**config.mk**
```make
export PLATFORM = sky130hd
export DESIGN_NAME = stdel_cell
export DESIGN_NICKNAME = d
export VERILOG_FILES = /design/src/sv/stdel_pkg.sv /design/src/sv/stdel_cell.sv
export SDC_FILE = /design/constraint.sdc
export NUM_CORES = 1
export LEC_CHECK = 0
export BUFFER_PORTS_ARGS = -buffer_cell sky130_fd_sc_hd__buf_2
export CAP_MARGIN = 30
export CORE_AREA = 5 5 83 85
export DETAILED_ROUTE_END_ITERATION = 7
export DIE_AREA = 0 0 88 90
export HOLD_SLACK_MARGIN = 0.08
export PLACE_DENSITY = 0.78
export SLEW_MARGIN = 20
export SYNTH_ARGS = -nofsm -noshare
export SYNTH_HDL_FRONTEND = slang
export SYNTH_SLANG_ARGS = --single-unit
export TNS_END_PERCENT = 5
```
**constraint.sdc**
```tcl
create_clock -name clk -period 2.9 [get_ports clk]
set_input_delay 0.29 -clock clk [delete_from_list [all_inputs] [get_ports clk]]
set_output_delay 0.29 -clock clk [all_outputs]
set_load 0.02 [all_outputs]
```
**src/sv/stdel_pkg.sv**
```systemverilog
// ----------------------------------------------------------------------------
// stdel_pkg: shared types and codes for the sorted table
// Status codes, operation codes, controller states and the control
// group that the controller hands to every cell of the row.
// ----------------------------------------------------------------------------
package stdel_pkg;

    // Operation carried in the input word's tuser
    localparam logic OP_INSERT = 1'b0;
    localparam logic OP_DELETE = 1'b1;

    // Result status
    typedef enum logic [1:0] {
        ST_INSERTED  = 2'd0,
        ST_DELETED   = 2'd1,
        ST_NOT_FOUND = 2'd2,
        ST_FULL      = 2'd3
    } status_t;

    // Controller states
    typedef enum logic {
        S_IDLE   = 1'b0,
        S_COMMIT = 1'b1
    } state_t;

    // Control group broadcast to every cell
    typedef struct packed {
        logic capture;   // latch compare flags against the incoming key
        logic insert;    // shift right and drop the key in at the boundary
        logic remove;    // shift left from the boundary onward
    } cell_ctrl_t;

endpackage

```
**src/sv/stdel_cell.sv**
```systemverilog
// ----------------------------------------------------------------------------
// stdel_cell: one entry of the sorted table
// Holds one value, compares it against the key of a new word, and on
// commit keeps its value, takes the key, or takes a neighbor's value.
// ----------------------------------------------------------------------------
module stdel_cell
    import stdel_pkg::*;
(
    input  logic               clk,
    input  cell_ctrl_t         ctrl,
    input  logic               occupied,   // entry index below the count
    input  logic signed [31:0] key_in,     // key of the word being accepted
    input  logic signed [31:0] key_held,   // key of the word being committed
    input  logic signed [31:0] left_val,
    input  logic               left_lt,    // left neighbor holds a smaller value
    input  logic signed [31:0] right_val,
    output logic signed [31:0] val,
    output logic               lt,
    output logic               bound,      // first entry not smaller than the key
    output logic               hit         // boundary entry equal to the key
);

    logic signed [31:0] val_reg;
    logic signed [31:0] val_next;
    logic               lt_reg;
    logic               lt_next;
    logic               eq_reg;
    logic               eq_next;

    // Compare against the incoming key, hold otherwise
    always_comb
    begin
        lt_next = lt_reg;
        eq_next = eq_reg;
        if (ctrl.capture)
        begin
            lt_next = occupied && (val_reg < key_in);
            eq_next = occupied && (val_reg == key_in);
        end
    end

    // Shift the row around the boundary
    always_comb
    begin
        val_next = val_reg;
        if (ctrl.insert && !lt_reg)
        begin
            val_next = left_lt ? key_held : left_val;
        end
        else if (ctrl.remove && !lt_reg)
        begin
            val_next = right_val;
        end
    end

    always_ff @(posedge clk)
    begin
        val_reg <= val_next;
        lt_reg  <= lt_next;
        eq_reg  <= eq_next;
    end

    assign val   = val_reg;
    assign lt    = lt_reg;
    assign bound = !lt_reg && left_lt;
    assign hit   = bound && eq_reg;

endmodule

```
* Word level (Yosys, flattened, before mapping) *
Index checks and enable logic that the tools add are counted.

operators by class
  $add $sub $neg = 0
  muxes and demuxes = 3
  div/mod/pow operators = 0
  shift-type cells = 0
  bitwise logic cells = 0
  $lt $le $gt $ge = 1
  equal/unequal tests = 1
  reductions and logical operators = 8
  multipliers = 0

operators by type and width
  kind               count
  $mux 32            3
  $eq 32x32->1       1
  $lt 32x32->1       1
  $logic_and 1x1->1  6
  $reduce_bool 2->1  1
  $logic_not 1->1    1

storage, ports and cells
  output and inout bits = 35
  logic and storage cells = 16
  memory bits (writable) = 0
  memory bits (read-only) = 0
  flip-flop bits (word level) = 34
  latch bits = 0
  memories = 0
  bits of input ports = 134

* Longest topological paths before layout *
Gate-level depths: netlist of the first run.

  depth in word-level cells = 4
  depth in mapped cells = 8

* Least setup slack after synthesis of the first run *
No wires, ideal clock.

  kind = register to register
  from = reg lt_reg, in the netlist lt
  to = reg val_reg[0], in the netlist val[0] (enable)
  required time = 2.478 ns
  buffers on the path = 0
  arrival = 1.915 ns
  stages on the path, launching flop included = 2
  library setup time = 0.422 ns
  path slack = 0.563 ns
  cell sequence = edfxtp_1 > nor2_1

on the way
  word-level cells in the longest chain between the ends = 3

ends and longest elaborated chain
  item                                  line                                text
  from (decl)                           stdel_cell.sv:25                    logic lt_reg;
  from (signal assigned)                stdel_cell.sv:59                    lt_reg <= lt_next;
  $logic_not 1->1 *                     stdel_cell.sv:46, stdel_cell.sv:50
  $logic_and 1x1->1 (on tied branches)  stdel_cell.sv:46, stdel_cell.sv:50
  $reduce_bool 2->1 (no line) *         n/a
  to (signal assigned)                  stdel_cell.sv:58                    val_reg <= val_next;
  to (decl)                             stdel_cell.sv:23                    logic signed [31:0] val_reg;

Mark *: on every way between the ends. The rest lies on a longest branch, timed or not.
A chain may end at the register's enable or synchronous reset.

* Worst setup path after layout of the first run *
  from = reg val_reg[31], in the netlist val[31]
  to = reg lt_reg, in the netlist lt, data pin

on the way
  word-level cells in the longest chain between the ends = 2

ends and longest elaborated chain
  item               line              text
  $lt 32x32->1       stdel_cell.sv:37  lt_next = occupied && (val_reg < key_in);
  $logic_and 1x1->1  stdel_cell.sv:37

No other way between the ends.

==> results of run 1 <==
==> cells by family (layout without fill, tap and decap cells) <==
logic type	count (synthesis)	after routing	share of synthesized area, %
simple gates	61	61	11.01
compound gates	59	59	13.27
buf+inv	45	212	6.883
flops	34	34	40.12
mux	33	33	12.98
fa+ha+maj	32	32	15.73
==> power groups by stage <==
stage | clock network (mW) | logic (mW) | registers, mW
after floorplan | 0 | 0.229 | 0.718
after global placement | 0 | 0.482 | 0.652
after detailed placement | 0 | 0.492 | 0.656
after CTS | 0.338 | 0.494 | 0.645
after global routing | 0.354 | 0.562 | 0.651
final | 0.328 | 0.498 | 0.644
==> worst min-delay path by stage <==
stage	to	start	depth (start not counted)
finish	eq_reg$_DFFE_PP_	ctrl[2]	1
global route	lt$_DFFE_PP_	ctrl[2]	1
CTS	lt$_DFFE_PP_	ctrl[2]	1
detailed placement	eq_reg$_DFFE_PP_	ctrl[2]	1
global placement	eq_reg$_DFFE_PP_	ctrl[2]	1
floorplan	eq_reg$_DFFE_PP_	ctrl[2]	0
==> cells in the mapped netlist <==
cell and instances:
sky130_fd_sc_hd__nor4_2 1, sky130_fd_sc_hd__o21ai_1 7, sky130_fd_sc_hd__nand4_2 1, sky130_fd_sc_hd__mux2i_1 33
sky130_fd_sc_hd__nor4_1 1, sky130_fd_sc_hd__o21ai_0 30, sky130_fd_sc_hd__clkbuf_1 6, sky130_fd_sc_hd__and2_1 1
sky130_fd_sc_hd__nand2b_1 2, sky130_fd_sc_hd__nand3b_1 1, sky130_fd_sc_hd__a21oi_2 2, sky130_fd_sc_hd__nand2_1 40
sky130_fd_sc_hd__ha_1 32, sky130_fd_sc_hd__edfxtp_1 34, sky130_fd_sc_hd__nand3_1 3, sky130_fd_sc_hd__inv_1 34
sky130_fd_sc_hd__o21a_1 2, sky130_fd_sc_hd__a2111oi_4 1, sky130_fd_sc_hd__a21o_1 2, sky130_fd_sc_hd__nand4_1 5
sky130_fd_sc_hd__a22oi_1 1, sky130_fd_sc_hd__nor2b_1 1, sky130_fd_sc_hd__a21oi_1 14, sky130_fd_sc_hd__nor3_1 1
sky130_fd_sc_hd__nor2_1 4, sky130_fd_sc_hd__buf_2 5
==> metal layers <==
metal | GRT usage, % | wire length (um) | part of all wire (%)
met1 | 18.62 | 2578 | 36
met2 | 32.66 | 3630 | 51
met3 | 5.667 | 769 | 11
met4 | 3.836 | 66 | 0.93
met5 | 0 | 20 | 0.28
==> worst max-delay path, cell delays in order, from the launching register on <==
cell                       delay (ps)
sky130_fd_sc_hd__edfxtp_1         400
sky130_fd_sc_hd__ha_1             340
sky130_fd_sc_hd__nand4_1          140
sky130_fd_sc_hd__nor4_1           480
sky130_fd_sc_hd__nor2_1           100
sky130_fd_sc_hd__a21oi_2          140
sky130_fd_sc_hd__mux2i_1           80
==> stage by stage <==
stage / area, sq um / utilization, % / std cells / setup slack, ps
after floorplan: 2545 / - / 264 / 563.4
after global placement: 3460 / 56.42 / 500 / 935.4
after detailed placement: 3460 / 56.42 / 500 / 931.4
after CTS: 3536 / 57.66 / 507 / 923.0
after global routing: 3568 / 58.19 / 508 / 800.0
final: 3568 / 58.19 / 508 / 966.1
==> final cells by class <==
class                           instances  area (sq um)  share of cell area (%)
Clock buffer                            7         76.32                   2.139
Inverter                               34         127.6                   3.576
Multi-Input combinational cell        185          1364                   38.22
Sequential cell                        34          1021                   28.61
Tap cell                               77         96.34                   2.700
Timing Repair Buffer                  171         883.3                   24.75
==> placed cells by master (no fill, tap or decap) <==
cell type                   Yosys  layout
sky130_fd_sc_hd__a2111oi_4      1       1
sky130_fd_sc_hd__a21o_1         2       2
sky130_fd_sc_hd__a21oi_1       14      14
sky130_fd_sc_hd__a21oi_2        2       2
sky130_fd_sc_hd__a22oi_1        1       1
sky130_fd_sc_hd__and2_1         1       1
sky130_fd_sc_hd__buf_16         0       1
sky130_fd_sc_hd__buf_2          5     168
sky130_fd_sc_hd__buf_4          0       2
sky130_fd_sc_hd__clkbuf_1       6       2
sky130_fd_sc_hd__clkbuf_8       0       5
sky130_fd_sc_hd__edfxtp_1      34      34
sky130_fd_sc_hd__ha_1          32      32
sky130_fd_sc_hd__inv_1         34      34
sky130_fd_sc_hd__mux2i_1       33      33
sky130_fd_sc_hd__nand2_1       40      40
sky130_fd_sc_hd__nand2b_1       2       1
sky130_fd_sc_hd__nand2b_4       0       1
sky130_fd_sc_hd__nand3_1        3       3
sky130_fd_sc_hd__nand3b_1       1       1
sky130_fd_sc_hd__nand4_1        5       5
sky130_fd_sc_hd__nand4_2        1       1
sky130_fd_sc_hd__nor2_1         4       3
sky130_fd_sc_hd__nor2_4         0       1
sky130_fd_sc_hd__nor2b_1        1       1
sky130_fd_sc_hd__nor3_1         1       1
sky130_fd_sc_hd__nor4_1         1       1
sky130_fd_sc_hd__nor4_2         1       1
sky130_fd_sc_hd__o21a_1         2       2
sky130_fd_sc_hd__o21ai_0       30      30
sky130_fd_sc_hd__o21ai_1        7       7
==> results.txt, run 1 <==
----------------------------------------------------
[Status]
  Status ... completed

[Drt]
  DRT iter0 DRCs ... 43
  Remaining design rule violation count ... 0
  Antenna viol nets, final ... 0
  Detailed-router iteration count before antenna repair ... 4
  Total Wirelength ... a little over 7 mm
  Via-per-instance ratio ... just under 5
  Drt wl/cell ... 13.91 um
  Total vias in the final route ... about 2,500

[CTS]
  Clock slew at the register clock pins of the worst setup and hold paths ... 70 ps
  Clock sink total ... 34
  Post-CTS Hold Buffers ... 0
  TritonCTS clock tree ... yes
  Setup Fix Bufs, Post-CTS ... 0
  Post_cts resized ... 0
  H-tree Lvls ... 2
  Number of buffers on the longest clock path ... 2
  Cts bufs inserted ... 5
  Root Buffer ... sky130_fd_sc_hd__clkbuf_8
  Latest clock arrival within the worst-skew pair ... 280 ps

[Run]
  Max-capacitance violation count ... 0

[Critical path]
  Biggest fanout along the worst timing path ... 3
  Setup crit start kind ... flop
  R2r worst-path depth ... 6
  Critical path launch point ... val[31]$_DFFE_PP_
  FF-to-FF setup slack ... 970 ps
  Critical register-to-register path endpoint ... lt$_DFFE_PP_
  Reg-to-reg critical path startpoint ... val[31]$_DFFE_PP_
  Crit path capture ... lt$_DFFE_PP_
  Critical setup path kind ... flop to flop
  Worst path arrival time ... 1960 ps
  Critical path endpoint category ... flop
  Req. time, crit path ... between 2000 and 3000 ps

[STA]
  Final critical-path share of the clock period ... 66.69%
  Final number of hold-violating endpoints ... 0
  Setup-violating endpoint count in the final report ... 0
  Relative max-transition margin ... around 62%
  Maximum clock frequency ... 517.1 MHz
  Final setup TNS ... 0 ps
  Hold WS ... 222.7 ps
  Minimum clock period ... 1934 ps
  Final Slew Violations ... 0
  Least-Margin Pin Slew ... 569.8 ps
  Setup Skew ... around 2.7 ps
  Unrepaired setup endpoints after global routing ... false

[Place]
  Total half-perimeter wirelength after legalization and detailed placement ... 5.825 mm
  Number of input and output port buffers inserted ... between 150 and 200
  Final RePlAce weighted congestion ... about 0.83

[Die]
  Site Rows ... 29
  Initial core utilization ... 41.50%
  IO Pins ... 169
  Area of the placeable core ... 6132 sq um
  Horizontal die dimension ... 88 um
  Y dimension of the die ... 90 um
  Die footprint ... approximately 7900 sq um

[Power]
  Leakage dissipation ... 1.928 nW
  IR drop worst, VDD ... 0.2223 mV
  Part of the power in registers ... between 40% and 50%
  Portion of total power attributed to combinational logic ... between 30% and 40%
  Internal power summed over all cells ... 0.9995 mW
  Switching power ... approximately 0.47 mW
  Switching portion of total power ... 32.01%
  Total Power ... 1.470 mW
  Clock network fraction of design power ... between 20 and 25%
  Total power per unit cell area ... 412.0 nW/um^2

[Min path]
  Worst min-delay path class ... input pin to flop

[Final layout]
  Max FFs per register ... 32
  Number of inserted diodes ... 0
  Proportion of layout cells with a drive suffix above 1 ... 42.46%
  Area grow syn2layout ... 40.22%
  Number of inserted filler cells in the final layout ... 560
  Number of nets in the layout ... ~600

[Synth]
  Nets in the synthesized netlist ... 430
  Yosys warning total ... 0
  Fraction of the yosys area taken by sequential cells ... between 40% and 50%
  Synth area leader ... sky130_fd_sc_hd__edfxtp_1
  Cells after synthesis ... 264
  Average cell area after synthesis ... 9.640 sq um
  Area of the mapped netlist ... 2545 sq um
  Leading cell types by total area after synthesis ... sky130_fd_sc_hd__edfxtp_1 40%, sky130_fd_sc_hd__ha_1 16%, sky130_fd_sc_hd__mux2i_1 13%, sky130_fd_sc_hd__nand2_1 5.9%, sky130_fd_sc_hd__o21ai_0 5.9%
  Number of synthesized register bits ... 34
  Synth top area share ... 40.12%
  Number of library cell types mapped by synthesis ... 26

[GRT]
  Total routing resource utilization after global routing ... 17.49%
  Via count of the first global-routing pass ... 2,477
  Maximum number of pins on one net before global-route repair ... 65
  GRT Residual Overflow ... 0
  Antenna violations before repair ... 1
  First-pass GRT wire length ... 11.00 mm

----------------------------------------------------
(Power assumes the default switching activity.)
==> inputs of run 2 (changes only) <==
Clock period 2.9 ns to 1.9 ns, I/O delays scaled along.
==> results.txt, run 2 (synthesis gave the netlist of run 1 again) <==
----------------------------------------------------
[Critical path]
  Req. time, crit path ... 2020 ps (-910 ps)
  Cell-by-cell listing of the critical path ... ha_4 -> nand4_4 -> nor4_4 -> a22oi_1 -> a21oi_2 -> mux2i_1
  Setup crit start kind ... flop
  R2r worst-path depth ... 6 (unchanged)
  Critical Path Stages ... 6 (unchanged)
  Cell family with most CP delay ... flip-flops
  Sum of buffers and inverters on the critical path ... 0 (unchanged)
  Worst path arrival time ... 1950 ps (about the same)
  Critical setup path kind ... flop to flop
  Delay contributed by the slowest stage of the critical path ... 440 ps (-40 ps)
  Critical path endpoint category ... flop
  Slowest CP cell ... sky130_fd_sc_hd__edfxtp_1
  Biggest fanout along the worst timing path ... 3 (unchanged)

[Power]
  Leakage dissipation ... 1.961 nW (+1.7%)
  IR drop worst, VDD ... 0.2805 mV (+26%)
  Total power per unit cell area ... 624.2 nW/um^2 (+52%)

[CTS]
  Cts bufs inserted ... 5 (unchanged)
  Number of buffers on the longest clock path ... 2 (unchanged)
  Latest clock arrival within the worst-skew pair ... 280 ps (about the same)
  Root Buffer ... sky130_fd_sc_hd__clkbuf_8
  Clock sink total ... 34 (unchanged)
  TritonCTS clock tree ... yes
  Clock slew at the register clock pins of the worst setup and hold paths ... 70 ps (about the same)
  H-tree Lvls ... 2 (unchanged)

[GRT]
  First-pass GRT wire length ... 11.50 mm (+4.6%)
  Via count of the first global-routing pass ... 2,526 (+2.0%)
  Antenna violations before repair ... 0 (-1)
  GRT Residual Overflow ... 0 (unchanged)
  Maximum number of pins on one net before global-route repair ... 35 (-46%)
  Total routing resource utilization after global routing ... 18.43% (+0.94 points)

[Status]
  Status ... completed

[STA]
  Least-Margin Pin Slew ... 281.5 ps (-288.2 ps)
  Final Slew Violations ... 0 (unchanged)
  Setup-violating endpoint count in the final report ... 0 (unchanged)
  Relative max-transition margin ... 81.23% (+19 points)
  Setup Skew ... 6.797 ps (+4.117 ps)
  Maximum clock frequency ... 546.8 MHz (+5.8%)
  Final critical-path share of the clock period ... 96.25% (+30 points)
  Minimum clock period ... 1829 ps (-105.2 ps)
  Final number of hold-violating endpoints ... 0 (unchanged)
  Final setup TNS ... 0 ps (unchanged)

[Min path]
  Worst min-delay path class ... input pin to flop
  Worst hold stages ... 1 (unchanged)

[Drt]
  DRT iter0 DRCs ... 43 (unchanged)
  Detailed-router iteration count before antenna repair ... 4 (unchanged)
  Drt wl/cell ... 14.08 um (+1.3%)
  Remaining design rule violation count ... 0 (unchanged)
  Via-per-instance ratio ... 4.786 (-1.3%)
  Total Wirelength ... 7.224 mm (+2.3%)
  Antenna viol nets, final ... 0 (unchanged)
  Total vias in the final route ... 2,455 (-0.28%)

[Final layout]
  Number of nets in the layout ... 601 (+0.67%)
  Area used by multi-input combinational logic ... 1404 sq um (+2.9%)
  Number of inserted diodes ... 0 (unchanged)
  Proportion of layout cells with a drive suffix above 1 ... 43.35% (+0.89 points)
  Most used cells in the layout excluding fill and tap cells ... 168 x sky130_fd_sc_hd__buf_2, 40 x sky130_fd_sc_hd__nand2_1, 34 x sky130_fd_sc_hd__inv_1, 34 x sky130_fd_sc_hd__edfxtp_1, 33 x sky130_fd_sc_hd__mux2i_1
  Commonest non-fill, non-tap cell in the layout ... sky130_fd_sc_hd__buf_2
  Post-route insts no fill ... 513 (+0.98%)
  Number of inserted filler cells in the final layout ... 542 (-3.2%)
  Max FFs per register ... 32 (unchanged)
  Area grow syn2layout ... 42.82%
  Sequential Area ... 1021 sq um (unchanged)

[Place]
  Total half-perimeter wirelength after legalization and detailed placement ... 6.170 mm (+5.9%)
  Final RePlAce weighted congestion ... 0.8269 (-0.41%)
  Cell Count Post-Placement ... 504 (+0.80%)
  Number of input and output port buffers inserted ... 168 (unchanged)

[Die]
  Site Rows ... 29 (unchanged)
  Die footprint ... 7920 sq um (unchanged)
  IO Pins ... 169 (unchanged)
  Y dimension of the die ... 90 um (unchanged)
  Area of the placeable core ... 6132 sq um (unchanged)
  Initial core utilization ... 41.50% (unchanged)
  Horizontal die dimension ... 88 um (unchanged)

[Run]
  Max-capacitance violation count ... 0 (unchanged)

----------------------------------------------------
[run 2: report_power, final]
part	switching, mW	internal, mW
Sequential	0.0443	0.938
Clock	0.246	0.244
Combinational	0.448	0.349
Total	0.738	1.53
[run 2: layout make-up]
type | instances | area share (%)
clock buffer | 5 | 1.893
clock inverter | 3 | 0.3098
timing repair buffer | 175 | 24.92
sequential | 34 | 28.09
tap | 77 | 2.651
multi-input combinational | 185 | 38.62
inverter | 34 | 3.511
[run 2: metrics by stage]
step	instance area, sq um	worst slack, ps	power [mW]	utilization (%)	hold WS, ps
floorplan	2547	-0.03841	1.446	-	302.5
global placement	3502	77.99	1.744	57.11	430.8
detailed placement	3502	-6.965	1.778	57.11	435.2
CTS	3596	2.990	2.277	58.64	136.3
global route	3635	-11.70	2.428	59.27	120.5
finish	3635	71.31	2.269	59.27	140.5
[run 2: what timing repair did]
action                     CTS  global route
setup endpoints to repair    1             1
hold buffers                 0             0
buffers inserted             1             0
gates resized for setup      1             4
pin swaps                    1             5
[run 2: worst register-to-register path, cell delays in order (launching register included)]
cell and delay, ps:
sky130_fd_sc_hd__edfxtp_1 440, sky130_fd_sc_hd__ha_4 330, sky130_fd_sc_hd__nand4_4 140, sky130_fd_sc_hd__nor4_4 290
sky130_fd_sc_hd__a22oi_1 120, sky130_fd_sc_hd__a21oi_2 150, sky130_fd_sc_hd__mux2i_1 220
[run 2: final timing paths]
path / from / to / slack, ps
worst max-delay path: val[14]$_DFFE_PP_ / lt$_DFFE_PP_ / 70
worst min-delay path: ctrl[2] / eq_reg$_DFFE_PP_ / 140
worst max register to register: val[14]$_DFFE_PP_ / lt$_DFFE_PP_ / 70
worst min register to register: val[1]$_DFFE_PP_ / eq_reg$_DFFE_PP_ / 820
[run 2: per-layer routing]
metal	wire length [um]	track usage, %
met1	2603	19.38
met3	518	4.205
met5	0	0
met4	152	5.754
met2	3949	35.05
